File: src/rtl/sbs_pkg.sv
// ----------------------------------------------------------------------------
// sbs_pkg
// Shared types and codes for the searchable bounded stack.
// ----------------------------------------------------------------------------
package sbs_pkg;

  localparam int unsigned DEPTH  = 16;
  localparam int unsigned DATA_W = 32;

  localparam logic [1:0] CMD_PUSH   = 2'd0;
  localparam logic [1:0] CMD_POP    = 2'd1;
  localparam logic [1:0] CMD_SEARCH = 2'd2;
  localparam logic [1:0] CMD_SHOW   = 2'd3;

  localparam logic [2:0] ST_PUSHED    = 3'd0;
  localparam logic [2:0] ST_OVERFLOW  = 3'd1;
  localparam logic [2:0] ST_POPPED    = 3'd2;
  localparam logic [2:0] ST_UNDERFLOW = 3'd3;
  localparam logic [2:0] ST_FOUND     = 3'd4;
  localparam logic [2:0] ST_NOTFOUND  = 3'd5;
  localparam logic [2:0] ST_EMPTY     = 3'd6;
  localparam logic [2:0] ST_SHOWN     = 3'd7;

  typedef enum logic [1:0] {
    OP_HOLD,
    OP_PUSH,
    OP_POP,
    OP_ROT
  } sbs_op_e;

  typedef struct packed {
    sbs_op_e                   op;
    logic                      cmp_en;
    logic signed [DATA_W-1:0]  key;
  } sbs_ctrl_t;

  typedef struct packed {
    logic [1:0]                command;
    logic signed [DATA_W-1:0]  value;
  } sbs_in_t;

  typedef struct packed {
    logic [2:0]                status;
    logic signed [DATA_W-1:0]  data;
    logic                      last;
  } sbs_out_t;

endpackage

File: src/rtl/sbs_cell.sv
// ----------------------------------------------------------------------------
// sbs_cell
// One stack slot: shifts with its neighbors and compares against a key.
// ----------------------------------------------------------------------------
module sbs_cell (
  input  logic                              clk_i,
  input  logic                              rst_ni,
  input  sbs_pkg::sbs_ctrl_t                ctrl_i,
  input  logic                              active_i,
  input  logic                              is_end_i,
  input  logic signed [sbs_pkg::DATA_W-1:0] prev_i,
  input  logic signed [sbs_pkg::DATA_W-1:0] next_i,
  input  logic signed [sbs_pkg::DATA_W-1:0] wrap_i,
  output logic signed [sbs_pkg::DATA_W-1:0] data_o,
  output logic                              match_o
);

  logic signed [sbs_pkg::DATA_W-1:0] data_d, data_q;
  logic                              match_d, match_q;

  always_comb begin
    case (ctrl_i.op)
      sbs_pkg::OP_PUSH: data_d = prev_i;
      sbs_pkg::OP_POP:  data_d = next_i;
      sbs_pkg::OP_ROT:  data_d = is_end_i ? wrap_i : next_i;
      default:          data_d = data_q;
    endcase
    match_d = ctrl_i.cmp_en & active_i & (data_q == ctrl_i.key);
  end

  always_ff @(posedge clk_i) begin
    data_q <= data_d;
  end

  always_ff @(posedge clk_i or negedge rst_ni) begin
    if (!rst_ni) begin
      match_q <= 1'b0;
    end else begin
      match_q <= match_d;
    end
  end

  assign data_o  = data_q;
  assign match_o = match_q;

endmodule

File: src/rtl/searchable_bounded_stack.sv
// ----------------------------------------------------------------------------
// searchable_bounded_stack
// Bounded LIFO of signed words with search and full listing.
// ----------------------------------------------------------------------------
// Usage:
//   A transaction is taken at a rising edge with start high and busy low.
//   item_i carries the command and the value. Every result appears on
//   result_o for one cycle with valid_o high; the receiver cannot stall.
//   The stack is a row of cells, top in cell 0; push and pop shift the row.
// Timing and throughput:
//   Push and pop: result in the cycle after the transaction, busy stays low,
//   so one transaction per cycle.
//   Search: the cells register their compare and the result is registered
//   from it; busy is high for one cycle.
//   Show: the row rotates once per cycle, one entry out per cycle; results
//   are registered after the show state; busy holds until the last entry.
//   Search and show on an empty stack answer like push and pop.
// Reset:
//   Clears the count and the control state; cell contents are undefined
//   and never read before they are written.
// ----------------------------------------------------------------------------
module searchable_bounded_stack #(
  parameter int unsigned DEPTH = sbs_pkg::DEPTH
) (
  input  logic             clk_i,
  input  logic             rst_ni,
  input  logic             start,
  output logic             busy,
  input  sbs_pkg::sbs_in_t item_i,
  output logic             valid_o,
  output sbs_pkg::sbs_out_t result_o
);

  localparam int unsigned CNT_W = $clog2(DEPTH + 1);

  localparam logic [1:0] S_IDLE = 2'd0;
  localparam logic [1:0] S_SRCH = 2'd1;
  localparam logic [1:0] S_SHOW = 2'd2;

  logic [1:0]         state_d, state_q;
  logic [CNT_W-1:0]   count_d, count_q;
  logic [CNT_W-1:0]   show_d, show_q;
  logic               valid_d, valid_q;
  sbs_pkg::sbs_out_t  res_d, res_q;
  sbs_pkg::sbs_ctrl_t ctrl;
  logic               accept;
  logic               show_last;

  logic signed [sbs_pkg::DATA_W-1:0] cell_data [DEPTH];
  logic [DEPTH-1:0]                  match;

  for (genvar i = 0; i < DEPTH; i++) begin : g_cell
    logic signed [sbs_pkg::DATA_W-1:0] prev_w, next_w;
    if (i == 0) begin : g_top
      assign prev_w = item_i.value;
    end else begin : g_mid
      assign prev_w = cell_data[i-1];
    end
    if (i == DEPTH - 1) begin : g_bot
      assign next_w = '0;
    end else begin : g_nxt
      assign next_w = cell_data[i+1];
    end

    sbs_cell u_cell (
      .clk_i    (clk_i),
      .rst_ni   (rst_ni),
      .ctrl_i   (ctrl),
      .active_i (CNT_W'(i) < count_q),
      .is_end_i (count_q == CNT_W'(i + 1)),
      .prev_i   (prev_w),
      .next_i   (next_w),
      .wrap_i   (cell_data[0]),
      .data_o   (cell_data[i]),
      .match_o  (match[i])
    );
  end

  assign accept    = start & ~busy;
  assign show_last = (show_q == count_q - CNT_W'(1));

  always_comb begin
    state_d     = state_q;
    count_d     = count_q;
    show_d      = show_q;
    valid_d     = 1'b0;
    res_d       = res_q;
    ctrl.op     = sbs_pkg::OP_HOLD;
    ctrl.cmp_en = 1'b0;
    ctrl.key    = item_i.value;

    unique case (state_q)
      S_IDLE: begin
        if (accept) begin
          res_d.data = '0;
          res_d.last = 1'b1;
          unique case (item_i.command)
            sbs_pkg::CMD_PUSH: begin
              valid_d = 1'b1;
              if (count_q == CNT_W'(DEPTH)) begin
                res_d.status = sbs_pkg::ST_OVERFLOW;
              end else begin
                res_d.status = sbs_pkg::ST_PUSHED;
                ctrl.op      = sbs_pkg::OP_PUSH;
                count_d      = count_q + CNT_W'(1);
              end
            end
            sbs_pkg::CMD_POP: begin
              valid_d = 1'b1;
              if (count_q == '0) begin
                res_d.status = sbs_pkg::ST_UNDERFLOW;
              end else begin
                res_d.status = sbs_pkg::ST_POPPED;
                res_d.data   = cell_data[0];
                ctrl.op      = sbs_pkg::OP_POP;
                count_d      = count_q - CNT_W'(1);
              end
            end
            sbs_pkg::CMD_SEARCH: begin
              if (count_q == '0) begin
                valid_d      = 1'b1;
                res_d.status = sbs_pkg::ST_EMPTY;
              end else begin
                ctrl.cmp_en = 1'b1;
                state_d     = S_SRCH;
              end
            end
            default: begin
              if (count_q == '0) begin
                valid_d      = 1'b1;
                res_d.status = sbs_pkg::ST_EMPTY;
              end else begin
                show_d  = '0;
                state_d = S_SHOW;
              end
            end
          endcase
        end
      end
      S_SRCH: begin
        valid_d      = 1'b1;
        res_d.status = (|match) ? sbs_pkg::ST_FOUND : sbs_pkg::ST_NOTFOUND;
        res_d.data   = '0;
        res_d.last   = 1'b1;
        state_d      = S_IDLE;
      end
      S_SHOW: begin
        valid_d      = 1'b1;
        res_d.status = sbs_pkg::ST_SHOWN;
        res_d.data   = cell_data[0];
        res_d.last   = show_last;
        ctrl.op      = sbs_pkg::OP_ROT;
        show_d       = show_q + CNT_W'(1);
        if (show_last) begin
          state_d = S_IDLE;
        end
      end
      default: begin
        state_d = S_IDLE;
      end
    endcase
  end

  always_ff @(posedge clk_i or negedge rst_ni) begin
    if (!rst_ni) begin
      state_q <= S_IDLE;
      count_q <= '0;
      show_q  <= '0;
      valid_q <= 1'b0;
    end else begin
      state_q <= state_d;
      count_q <= count_d;
      show_q  <= show_d;
      valid_q <= valid_d;
    end
  end

  always_ff @(posedge clk_i) begin
    res_q <= res_d;
  end

  assign busy     = (state_q != S_IDLE);
  assign valid_o  = valid_q;
  assign result_o = res_q;

endmodule
File: config.mk
export PLATFORM = sky130hd
export DESIGN_NAME = searchable_bounded_stack
export DESIGN_NICKNAME = d
export VERILOG_FILES = /design/src/rtl/sbs_pkg.sv /design/src/rtl/sbs_cell.sv /design/src/rtl/searchable_bounded_stack.sv
export SDC_FILE = /design/constraint.sdc
export NUM_CORES = 1
export LEC_CHECK = 0
export BUFFER_PORTS_ARGS = -buffer_cell sky130_fd_sc_hd__buf_4
export CAP_MARGIN = 10
export CORE_MARGIN = 2
export CORE_UTILIZATION = 60
export DETAILED_ROUTE_END_ITERATION = 16
export GPL_ROUTABILITY_DRIVEN = 0
export PLACE_DENSITY = 0.87
export SLEW_MARGIN = 10
export SYNTH_ARGS = -nofsm -noshare
export SYNTH_HDL_FRONTEND = slang
export SYNTH_HIERARCHICAL = 1
export SYNTH_SLANG_ARGS = --single-unit
File: constraint.sdc
create_clock -name clk_i -period 5.8 [get_ports clk_i]
set_clock_uncertainty 0.1 [all_clocks]
set_input_delay 0.58 -clock clk_i [delete_from_list [all_inputs] [get_ports clk_i]]
set_output_delay 0.58 -clock clk_i [all_outputs]
set_load 0.005 [all_outputs]
==> impl_metrics.py <==
metrics = {
    "setup_path": {
        "timing.rr.end": "g_cell[8].u_cell/data_o[27]",
        "r2r_setup_slack_ps": 1460,
        "crit_buf_inv": 3,
        "reg2reg_depth": 8,
        "critPathSlowestCell": "o21ai_4",
        "r2r-start": "count_q[0]",
        "crit_required_ps": 6010,
        "crit_path_end": "g_cell[8].u_cell/data_o[27]",
        "path_depth": 8,
        "endpoint_kind": "flop",
        "criticalPathCategory": "reg2reg",
        "timing.critical_path.max_delay_family": "buffers and inverters",
        "critPathLaunchType": "flop",
        "arrival_ps": 4550,
        "cp_max_fo": 222,
        "critPathLaunch": "count_q[0]",
        "cpPeakStageDelay_ps": 930,
        "path_cells": "inv_1 > ha_1 > or4b_1 > nand2_1 > o21ai_4 > buf_4 > buf_12 > a21oi_1",
    },
    "clock_network": {
        "cts_max_level": 2,
        "clock_sinks": 577,
        "cts_made_buffers": 61,
        "clk_pin_slew_ps": 60,
        "clockBufferDepth": 3,
        "cts_tree": "done",
        "worstSkewPairLatency_ps": 650,
        "ctsRootBufferMaster": "clkbuf_16",
    },
    "cells_and_area": {
        "syn2layout_area_growth_pct": 9.69,
        "final_area_um2": 38000,
        "final-instance-count-excl-fill": 4076,
        "nNetsFinal": 3299,
        "nFillCells": 4080,
        "drive_gt1_share_pct": 8.03,
        "final_core_util_pct": 66.2,
    },
    "global_route": {
        "grt_pass1_wl_um": 147000,
        "grt_start_max_net_pins": 291,
        "gr-total-overflow": 0,
        "track_usage_pct": 31.9,
        "grt_pass1_vias": 25067,
        "antenna_found_initial": 12,
    },
    "drt": {
        "route.detailed.drc": 0,
        "via_per_inst": 6.33,
        "drt_iter0_markers": 3333,
        "wl_per_cell_um": 23.8,
        "num_vias": 25804,
        "firstDrtPassIters": 6,
        "antenna_left": 0,
        "routed_wl_um": 96900,
    },
    "worst_hold_path": {
        "whs_path_depth": 2,
        "hp-class": "in2reg",
    },
    "timing": {
        "worstMarginPinSlew_ps": 1230,
        "finalSetupViolations": 0,
        "relSlewSlack_pct": 18.3,
        "drv_slew": 0,
        "tns_ps": 0,
        "fin_crit_ps": 4340,
        "finalHoldViolCount": 0,
        "max_clock_freq_mhz": 230,
        "fin_crit_sh_pct": 74.9,
        "rsz0062_at_grt": "false",
    },
    "yosys": {
        "seq_area_frac_synth_pct": 49.6,
        "synth.largest_area_cell": "edfxtp_1",
        "synth_top_area_share_pct": 47.5,
        "yosys-top-cells-area": "edfxtp_1 (48%), mux2i_1 (15%), a21oi_1 (7.5%), xor2_1 (6.7%), xnor2_1 (6.6%)",
        "synthTopCellsByCount": "edfxtp_1 (548), nor2_1 (529), a21oi_1 (518)",
        "synth_area_per_cell_um2": 10.8,
        "synth-main-ff-cell": "edfxtp_1",
        "synthArstFlopShare_pct": 5.03,
        "synth_seq_cells": 577,
        "synth_edf_count": 548,
        "yosysMostFrequentCell": "edfxtp_1",
        "syn_area_um2": 34600,
        "post_synth_inst_count": 3214,
        "yosysUniqueCellTypes": 50,
        "ys_warn_count": 6,
    },
    "floorplan": {
        "floorplan.die_area_um2": 59600,
        "ios": 75,
        "die_h_um": 244,
        "die_w_um": 244,
        "row_count": 88,
        "coreArea_um2": 57400,
        "initial_utilization_pct": 60.3,
    },
    "job": {
        "cap_violations": 0,
    },
    "placed_design": {
        "io_buffers": 74,
        "placed_area_um2": 36000,
        "dp_hpwl_um": 63300,
        "dp.cells": 3953,
    },
    "power": {
        "leakagePower_nw": 16.4,
        "total_power_mw": 23.4,
        "vdd.ir_drop.worst_mv": 0.742,
        "power.density_nw_per_um2": 615,
    },
    "run_status": {
        "status": "finished clean",
    },
}
layout by cell type (no fill, tap or decap), types with 10 or more instances in the layout:
cell / Yosys / routed
clkinv_1: 0 / 11
buf_4: 0 / 116
xnor2_1: 261 / 261
inv_1: 10 / 10
o21ai_0: 12 / 11
nand4_1: 65 / 65
clkinv_2: 0 / 15
xor2_1: 263 / 263
clkbuf_1: 122 / 15
edfxtp_1: 548 / 548
or2_2: 17 / 17
nand2_2: 1 / 17
dfrtp_1: 29 / 29
nor4_1: 67 / 67
nor2_1: 529 / 529
a21oi_1: 518 / 517
or4_1: 16 / 16
nor3_2: 17 / 18
nand2_1: 39 / 23
mux2i_1: 513 / 513
conb_1: 1 / 32
nand3_1: 39 / 39
ha_1: 10 / 10
and2_1: 34 / 34
clkbuf_16: 0 / 61
worst min-delay path by stage:
stage,from,endpoint,slack (ps)
2_1_floorplan,rst_ni,count_q[0],180
3_3_place_gp,rst_ni,valid_o,430
3_5_place_dp,rst_ni,count_q[4],430
4_1_cts,item_i[33],result_o[35],220
5_1_grt,item_i[33],result_o[35],250
6_report,item_i[33],result_o[35],250
logic make-up (layout without fill, tap and decap cells):
kind of cell	after synthesis	after routing	synth area share [%]
simple gates	852	852	11.5
flops	577	577	49.6
compound gates	551	551	8.18
xor+xnor	524	524	13.3
mux	513	513	14.8
buf+inv	186	243	2.23
fa+ha+maj	10	10	0.362
other cells	1	41	0.0108
what timing repair did:
item                                   4_1_cts  5_1_grt
hold buffers                                 1        0
setup endpoints to repair                    0        0
gates resized for setup                      0        0
endpoints found under the hold margin       29        0
buffers inserted                             0        0
sequential cells by signal, indices dropped and copies added (netlist names):
name / cells
state_q: 2
g_cell.u_cell/match_o: 16
result_o: 36
count_q: 5
g_cell.u_cell/data_o: 512
show_q: 5
valid_o: 1
worst reg2reg max path, delay by kind of cell, from the launching register on:
kind / cells / cell delay [ps]
and+or+nand+nor: 2 / 500
DFF: 1 / 540
AOI/OAI and AO/OA: 2 / 1380
buffers and inverters: 3 / 1190
adders and majority gates: 1 / 310
through the flow:
stage / hold WS (ps) / setup WS (ps)
floorplan: 184 / 1280
global placement: 426 / 1920
detailed placement: 432 / 1710
CTS: 221 / 1630
global route: 253 / 1260
finish: 246 / 1460
routing by layer:
| layer | wire length [um] | up-vias | global-route usage (%) |
|---|---|---|---|
| met2 | 44300 | 1575 | 50.6 |
| met1 | 35900 | 12194 | 39.9 |
| met4 | 6460 | 8 | 19.7 |
| li1 | - | 11654 | - |
| met3 | 10200 | 373 | 7.01 |
| met5 | 55 | - | 0 |
final cells by class:
class                      instances  area, um2  share of cell area, %
tap                              765        957                   2.52
clock buffer                      76       1580                   4.17
inverter                          10       37.5                 0.0989
antenna                            9       22.5                 0.0593
multi-input combinational       2482      16900                   44.4
sequential                       577      17200                   45.3
timing repair buffer             120        941                   2.48
clock inverter                    37        389                   1.03
where the power goes:
group | total [mW] | switching (mW) | leakage (nW) | internal, mW
combinational | 9.08 | 5.62 | 9.85 | 3.46
clock | 3.93 | 1.69 | 0.967 | 2.24
sequential | 10.4 | 2.28 | 5.61 | 8.08
(Power assumes the default switching activity.)
